### src/sv/jp1d_pkg.sv
// shared types and constants of the 1-d jacobi poisson solver
package jp1d_pkg;

  localparam int FIELD_W     = 32;
  localparam int PIDX_W      = 5;
  localparam int STEP_W      = 32;
  localparam int RESID_W     = 63;
  localparam int ITER_W      = 16;
  localparam int CFG_INDEX_W = 3;
  localparam int CFG_DATA_W  = 63;
  localparam int PROD_W      = 64;
  localparam int RND_SHIFT   = 16;
  localparam int QW          = PROD_W - RND_SHIFT;
  localparam int NORM_W      = 64;

  localparam logic [STEP_W-1:0]         RST_STEP_SQUARED    = 32'd655;
  localparam logic [RESID_W-1:0]        RST_RESIDUAL_LIMIT  = 63'd42950;
  localparam logic [ITER_W-1:0]         RST_ITERATION_LIMIT = 16'd25000;
  localparam logic signed [FIELD_W-1:0] RST_LEFT_BOUNDARY   = 32'sd655360;
  localparam logic signed [FIELD_W-1:0] RST_RIGHT_BOUNDARY  = 32'sd0;

  typedef enum logic [CFG_INDEX_W-1:0] {
    REG_STEP_SQUARED    = 3'd0,
    REG_RESIDUAL_LIMIT  = 3'd1,
    REG_ITERATION_LIMIT = 3'd2,
    REG_LEFT_BOUNDARY   = 3'd3,
    REG_RIGHT_BOUNDARY  = 3'd4
  } jp1d_cfg_reg_t;

  typedef enum logic [2:0] {
    ST_IDLE,
    ST_START,
    ST_SWEEP,
    ST_DRAIN,
    ST_OUT_RD,
    ST_OUT_HOLD
  } jp1d_state_t;

  typedef struct packed {
    logic valid;
    logic last;
  } jp1d_pt_ctl_t;

endpackage

### src/sv/jp1d_point_pipe.sv
// pipelined point update: new value, saturation, squared change
module jp1d_point_pipe #(
  parameter int VALUE_WIDTH = 32,
  parameter int INDEX_WIDTH = 5
) (
  input  logic                                  clk,
  input  logic                                  rst,
  input  jp1d_pkg::jp1d_pt_ctl_t                in_ctl,
  input  logic [INDEX_WIDTH-1:0]                in_idx,
  input  logic signed [((VALUE_WIDTH > jp1d_pkg::FIELD_W) ?
                        VALUE_WIDTH : jp1d_pkg::FIELD_W)-1:0] in_left,
  input  logic signed [((VALUE_WIDTH > jp1d_pkg::FIELD_W) ?
                        VALUE_WIDTH : jp1d_pkg::FIELD_W)-1:0] in_right,
  input  logic signed [VALUE_WIDTH-1:0]         in_old,
  input  logic signed [jp1d_pkg::PROD_W-1:0]    in_prod,
  output jp1d_pkg::jp1d_pt_ctl_t                wr_ctl,
  output logic [INDEX_WIDTH-1:0]                wr_idx,
  output logic signed [VALUE_WIDTH-1:0]         wr_data,
  output jp1d_pkg::jp1d_pt_ctl_t                sq_ctl,
  output logic [jp1d_pkg::NORM_W-1:0]           sq
);
  import jp1d_pkg::*;

  localparam int SW = (VALUE_WIDTH > FIELD_W) ? VALUE_WIDTH : FIELD_W;
  localparam int DW = (((SW + 1) > QW) ? (SW + 1) : QW) + 1;
  localparam int AW = VALUE_WIDTH + 1;
  localparam int EW = (AW > (FIELD_W + 1)) ? AW : (FIELD_W + 1);
  localparam logic signed [DW-1:0] VMAX =
    {{(DW - VALUE_WIDTH + 1){1'b0}}, {(VALUE_WIDTH - 1){1'b1}}};
  localparam logic signed [DW-1:0] VMIN =
    {{(DW - VALUE_WIDTH + 1){1'b1}}, {(VALUE_WIDTH - 1){1'b0}}};
  localparam logic [EW-1:0] SQ_LIMIT = {{(EW - FIELD_W){1'b0}}, {FIELD_W{1'b1}}};

  jp1d_pt_ctl_t a_ctl, b_ctl, c_ctl, d_ctl;
  logic [INDEX_WIDTH-1:0] a_idx, b_idx;
  logic signed [SW:0] a_sum;
  logic signed [QW-1:0] a_q;
  logic signed [VALUE_WIDTH-1:0] a_old, b_old, b_nv;
  logic [FIELD_W-1:0] c_mag;
  logic c_big;
  logic [NORM_W-1:0] d_sq;

  logic signed [PROD_W-1:0] prod_rnd;
  logic signed [DW-1:0] b_t, b_h;
  logic signed [VALUE_WIDTH-1:0] b_sat;
  logic signed [AW-1:0] c_diff;
  logic [AW-1:0] c_abs;
  logic [NORM_W-1:0] d_prod;

  // round the charge term to q16
  assign prod_rnd = in_prod + PROD_W'(32768);

  assign b_t = DW'(a_sum) - DW'(a_q) + DW'(1);
  assign b_h = b_t >>> 1;
  always_comb begin
    if (b_h > VMAX) begin
      b_sat = VMAX[VALUE_WIDTH-1:0];
    end else if (b_h < VMIN) begin
      b_sat = VMIN[VALUE_WIDTH-1:0];
    end else begin
      b_sat = b_h[VALUE_WIDTH-1:0];
    end
  end

  assign c_diff = {b_nv[VALUE_WIDTH-1], b_nv} - {b_old[VALUE_WIDTH-1], b_old};
  assign c_abs  = c_diff[AW-1] ? AW'(-c_diff) : AW'(c_diff);
  assign d_prod = c_mag * c_mag;

  always_ff @(posedge clk) begin
    if (rst) begin
      a_ctl <= '0;
      b_ctl <= '0;
      c_ctl <= '0;
      d_ctl <= '0;
    end else begin
      a_ctl <= in_ctl;
      b_ctl <= a_ctl;
      c_ctl <= b_ctl;
      d_ctl <= c_ctl;
    end
  end

  always_ff @(posedge clk) begin
    a_idx <= in_idx;
    a_old <= in_old;
    a_sum <= {in_left[SW-1], in_left} + {in_right[SW-1], in_right};
    a_q   <= prod_rnd[PROD_W-1:RND_SHIFT];
    b_idx <= a_idx;
    b_old <= a_old;
    b_nv  <= b_sat;
    c_mag <= FIELD_W'(c_abs);
    c_big <= EW'(c_abs) > SQ_LIMIT;
    d_sq  <= c_big ? '1 : d_prod;
  end

  assign wr_ctl  = b_ctl;
  assign wr_idx  = b_idx;
  assign wr_data = b_nv;
  assign sq_ctl  = d_ctl;
  assign sq      = d_sq;

endmodule

### config.mk
export PLATFORM = sky130hd
export DESIGN_NAME = jp1d_point_pipe
export DESIGN_NICKNAME = d
export VERILOG_FILES = /design/src/sv/jp1d_pkg.sv /design/src/sv/jp1d_point_pipe.sv
export SDC_FILE = /design/constraint.sdc
export NUM_CORES = 2
export LEC_CHECK = 0
export ABC_AREA = 0
export BUFFER_PORTS_ARGS = -buffer_cell sky130_fd_sc_hd__buf_4
export CAP_MARGIN = 30
export CORE_AREA = 2 2 309 372
export DETAILED_ROUTE_END_ITERATION = 6
export DIE_AREA = 0 0 311 374
export PLACE_DENSITY = 0.64
export SLEW_MARGIN = 15
export SYNTH_ARGS = -nofsm -noshare
export SYNTH_HDL_FRONTEND = slang
export SYNTH_SLANG_ARGS = --single-unit
### constraint.sdc
create_clock -name clk -period 9.3 [get_ports clk]
set_clock_uncertainty 0.2 [all_clocks]
set_input_delay 1.86 -clock clk [delete_from_list [all_inputs] [get_ports clk]]
set_output_delay 1.86 -clock clk [all_outputs]
set_load 0.03 [all_outputs]
-- Word level (Yosys, flattened, before mapping)
Index checks and enable logic that the tools add are counted.
- register bits: 292
- output and inout bits: 105
- add/subtract/negate cells: 6
- multiply operators: 1
- magnitude comparators: 3
- multiplexer cells: 2
- operators with widths (operator ; count):
    $add 64x17->64 const B ; 1
    $mul 32x32->64 ; 1
    $add 49x2->49 const B ; 1
    $sub 33x48->49 ; 1
    $gt 48x32->1 const B ; 1
    $lt 48x32->1 const B ; 1
    $add 32x32->33 ; 1
    $gt 33x32->1 const B ; 1
    $mux 33 ; 1
    $neg 33->33 ; 1
    $sub 32x32->33 ; 1
    $mux 32 ; 1

-- Logic depth before layout (Yosys ltp)
- depth in word-level cells: 4
- gate-level depth with buffers: 33
- mapped depth without buffers: 30

-- Worst setup path before layout
No wires, ideal clock.
- path kind: register to register
- from: reg c_mag[5]
- to: reg d_sq[60] (netlist: sq[60])
- setup time: 122 ps
- data arrival time: 8075 ps
- required time: 8978 ps
- setup slack: 903 ps
- cell stages (with the launch flop): 32
- buffers on the path: 3
- period minus slack after synthesis: 8397 ps
- cell sequence: dfxtp_1 -> clkbuf_1 -> clkbuf_1 -> nand2_1 -> fa_1 -> inv_1 -> fa_1 -> fa_1 -> inv_1 -> fa_1 -> inv_1 -> fa_1 -> inv_1 -> fa_1 -> inv_1 -> fa_1 -> inv_1 -> fa_1 -> inv_1 -> ha_1 -> clkbuf_1 -> nand4_1 -> inv_1 -> a21oi_1 -> o21ai_0 -> a2111o_1 -> a221o_1 -> a221oi_4 -> o21a_2 -> o21bai_2 -> a211o_1 -> o311a_1
- cells in the longest elaborated chain, start to end: 1
- ends and longest elaborated chain (item ; line ; source):
    start, declared ; jp1d_point_pipe.sv:39 ; logic [FIELD_W-1:0] c_mag;
    start signal, assigned ; jp1d_point_pipe.sv:91 ; c_mag <= FIELD_W'(c_abs);
    $mul 32x32->64 ; jp1d_point_pipe.sv:67 ; assign d_prod = c_mag * c_mag;
    end signal, assigned ; jp1d_point_pipe.sv:93 ; d_sq <= c_big ? '1 : d_prod;
    end, declared ; jp1d_point_pipe.sv:41 ; logic [NORM_W-1:0] d_sq;
Every way passes these cells.
A chain may end at the register's enable or synchronous reset.

-- Worst setup path in the final report
- from: reg c_mag[2]
- to: reg d_sq[60] (netlist: sq[60])
Same word-level chain as after synthesis.

==> out/qor.txt <==
Critical Path Sink: sq[60]
Setup violations, final: 0
Highest clock rate: 112 MHz
Number of synthesized flops with an enable pin: 0
CTS tree: built
Largest net degree at the start of global routing: 42
Gr usage total: 20.2%
Mux contribution to synthesized area: 0.140%
Critical Path Start: c_mag[2]
Clock-pin slew on the worst setup and hold paths: 70 ps
Critical Path AT: 9230 ps
Grt ovf: 0
Post-Syn Instances: 4918
Starting Density: 39.8%
Die X: 311 um
Drt first pass iters: 5
Dpl ws: 356 ps
Slew margin rel.: 35.8%
Largest family of logic cells by synthesized area: adder cells
Synth Area in Adders: 48.3%
Period utilisation layout: 96.2%
CP startpoint kind: register
Post-synth ARST share: 0%
Post-synthesis register bit count: 292
Final slew viol count: 0
Ratio of cells with drive above 1 in the final layout: 9.39%
Core area: 112000 um2
Num ports: 274
Final worst slack: 354 ps
Register area share after synthesis: 13.0%
Reg-to-reg startpoint: c_mag[2]
Post-Place Cell Area: 48800 um2
Commonest non-fill, non-tap cell in the layout: inv_1
Vias in the first global route: 35500
R2R cell count: 26
Worst skew pair latency: 610 ps
Die Height: 374 um
Tightest Pin Transition: 962 ps
Prevailing post-synth register cell: dfxtp_1
Flop-to-flop setup slack: 350 ps
Cts repair resizes: 0
Synth Area in Compound Gates: 9.50%
Final Critical Period: 8950 ps
DRT iter0 DRCs: 1675
Via count: 33200
Number of vias per cell: 4.97
First-pass GRT wire length: 186000 um
HPWL after DPL: 99000 um
Clk sinks: 292
Area Growth Syn to Fin: 11.7%
Clk buf depth: 3
Critical Path Sink Type: register
Clock root buffer: clkbuf_16
Most frequent cells in the layout: 1134 x inv_1, 795 x fa_1, 468 x nand2_1
Num rows: 135
Crit path required time: 9580 ps
Status: finished, final reports clean
DRC viols: 0
CTS buffer count: 35
Avg WL per Cell: 17.5 um
Worst hold path class: register to register
Setup TNS: 0 ps
Number of nets in the layout: 6572
Critical path class: register to register
Final Util: 44.5%
Design area: 50100 um2
Filler cells: 11100
Cell area after synthesis: 44800 um2
RSZ-0062 raised after global routing: no
CP Max Fanout: 16
ANT nets after route: 0
Post-Synth Simple-Gate Area: 12.8%
Die Area: 116000 um2
Syn nets: 6339
Synth Area per Inst: 9.11 um2
Worst R2R End: sq[60]
Min-delay src: a_idx[3]
# port buffers: 258
Synth Area in XOR/XNOR: 5.14%
Yosys cell types: 89
Yosys warns: 0
Initial antenna violation count: 3
DRT Wirelength: 117000 um
Maxcap violations: 0
CTS Hold Bufs: 0
H-tree depth: 2
Final Wtd Congestion: 0.948
Post-CTS setup buffers: 0
Fin. Hold Viols: 0
synth_stat cells, types with 89 or more instances:
| cell type | instances | area share (%) |
|---|---|---|
| a21o_1 | 89 | 1.5 |
| a21oi_1 | 170 | 1.9 |
| and2_1 | 228 | 3.2 |
| clkbuf_1 | 156 | 1.3 |
| dfxtp_1 | 292 | 13 |
| fa_1 | 795 | 36 |
| ha_1 | 457 | 13 |
| inv_1 | 1135 | 9.5 |
| nand2_1 | 468 | 3.9 |
| nor2_1 | 179 | 1.5 |
| o21ai_0 | 101 | 1.1 |
| xnor2_1 | 152 | 3.0 |
| xor2_1 | 107 | 2.1 |
per-stage QoR:
stage          hold WS [ps]  std cells
6_report                115       6685
5_1_grt                 125       6684
4_1_cts                 111       6683
3_5_place_dp            112       6620
3_3_place_gp            110       6619
2_1_floorplan           110       4918
cell type report:
type / instances / area (um2) / share of cell area, %
clock inverter: 14 / 199 / 0.397
sequential: 292 / 5850 / 11.7
clock buffer: 49 / 1040 / 2.07
tap: 1507 / 1890 / 3.77
antenna: 1 / 2.50 / 0.00500
timing repair buffer: 366 / 2810 / 5.62
inverter: 1136 / 4260 / 8.52
multi-input combinational: 3320 / 34000 / 67.9
how the worst min path moves through the flow:
stage | to | cells after the start | slack (ps)
6_report | wr_idx[3] | 0 | 110
2_1_floorplan | b_old[0] | 0 | 110
3_3_place_gp | wr_idx[3] | 0 | 110
5_1_grt | wr_idx[3] | 0 | 130
4_1_cts | wr_idx[3] | 0 | 110
3_5_place_dp | b_old[17] | 0 | 110
routing by layer:
metal | track usage (%) | share of wire [%] | routed length, um | vias up
met5 | 0 | 0.013 | 15 | -
met4 | 9.57 | 5.3 | 6180 | 2
met3 | 3.81 | 5.8 | 6790 | 265
met2 | 37.4 | 52 | 60800 | 844
met1 | 22.2 | 37 | 43200 | 16400
li1 | - | - | - | 15700
state kept, by name (all words and copies together), names as in the netlist:
signal	flops
a_ctl	2
a_idx	5
a_old	32
a_q	48
a_sum	33
b_old	32
c_big	1
c_ctl	2
c_mag	32
sq	64
sq_ctl	2
wr_ctl	2
wr_data	32
wr_idx	5
logic make-up (layout without fill, tap and decap cells):
kind of cell,count (synthesis),in the layout
flops,292,292
simple gates,1170,1170
fa+ha+maj,1252,1252
buf+inv,1306,1565
other cells,0,1
mux,6,6
xor+xnor,261,261
compound gates,631,631
critical path: stages (launching register included):
cell and delay, ps:
dfxtp_1 940, nand2_1 230, inv_1 110, fa_1 440, fa_1 510, inv_1 60
fa_1 480, fa_1 540, inv_1 50, fa_1 480, fa_1 510, fa_1 500
inv_1 60, fa_1 530, inv_1 40, ha_1 220, a21o_1 190, a21o_1 170
a21oi_1 280, o21ai_0 210, a2111o_1 500, a221o_1 420, a221oi_4 330, o21a_2 210
o21bai_2 130, a211o_1 310, o311a_1 130
Power is left out: the tool's default activity adds up to more than one toggle a clock period on the data nets, which glitch-free logic cannot reach.
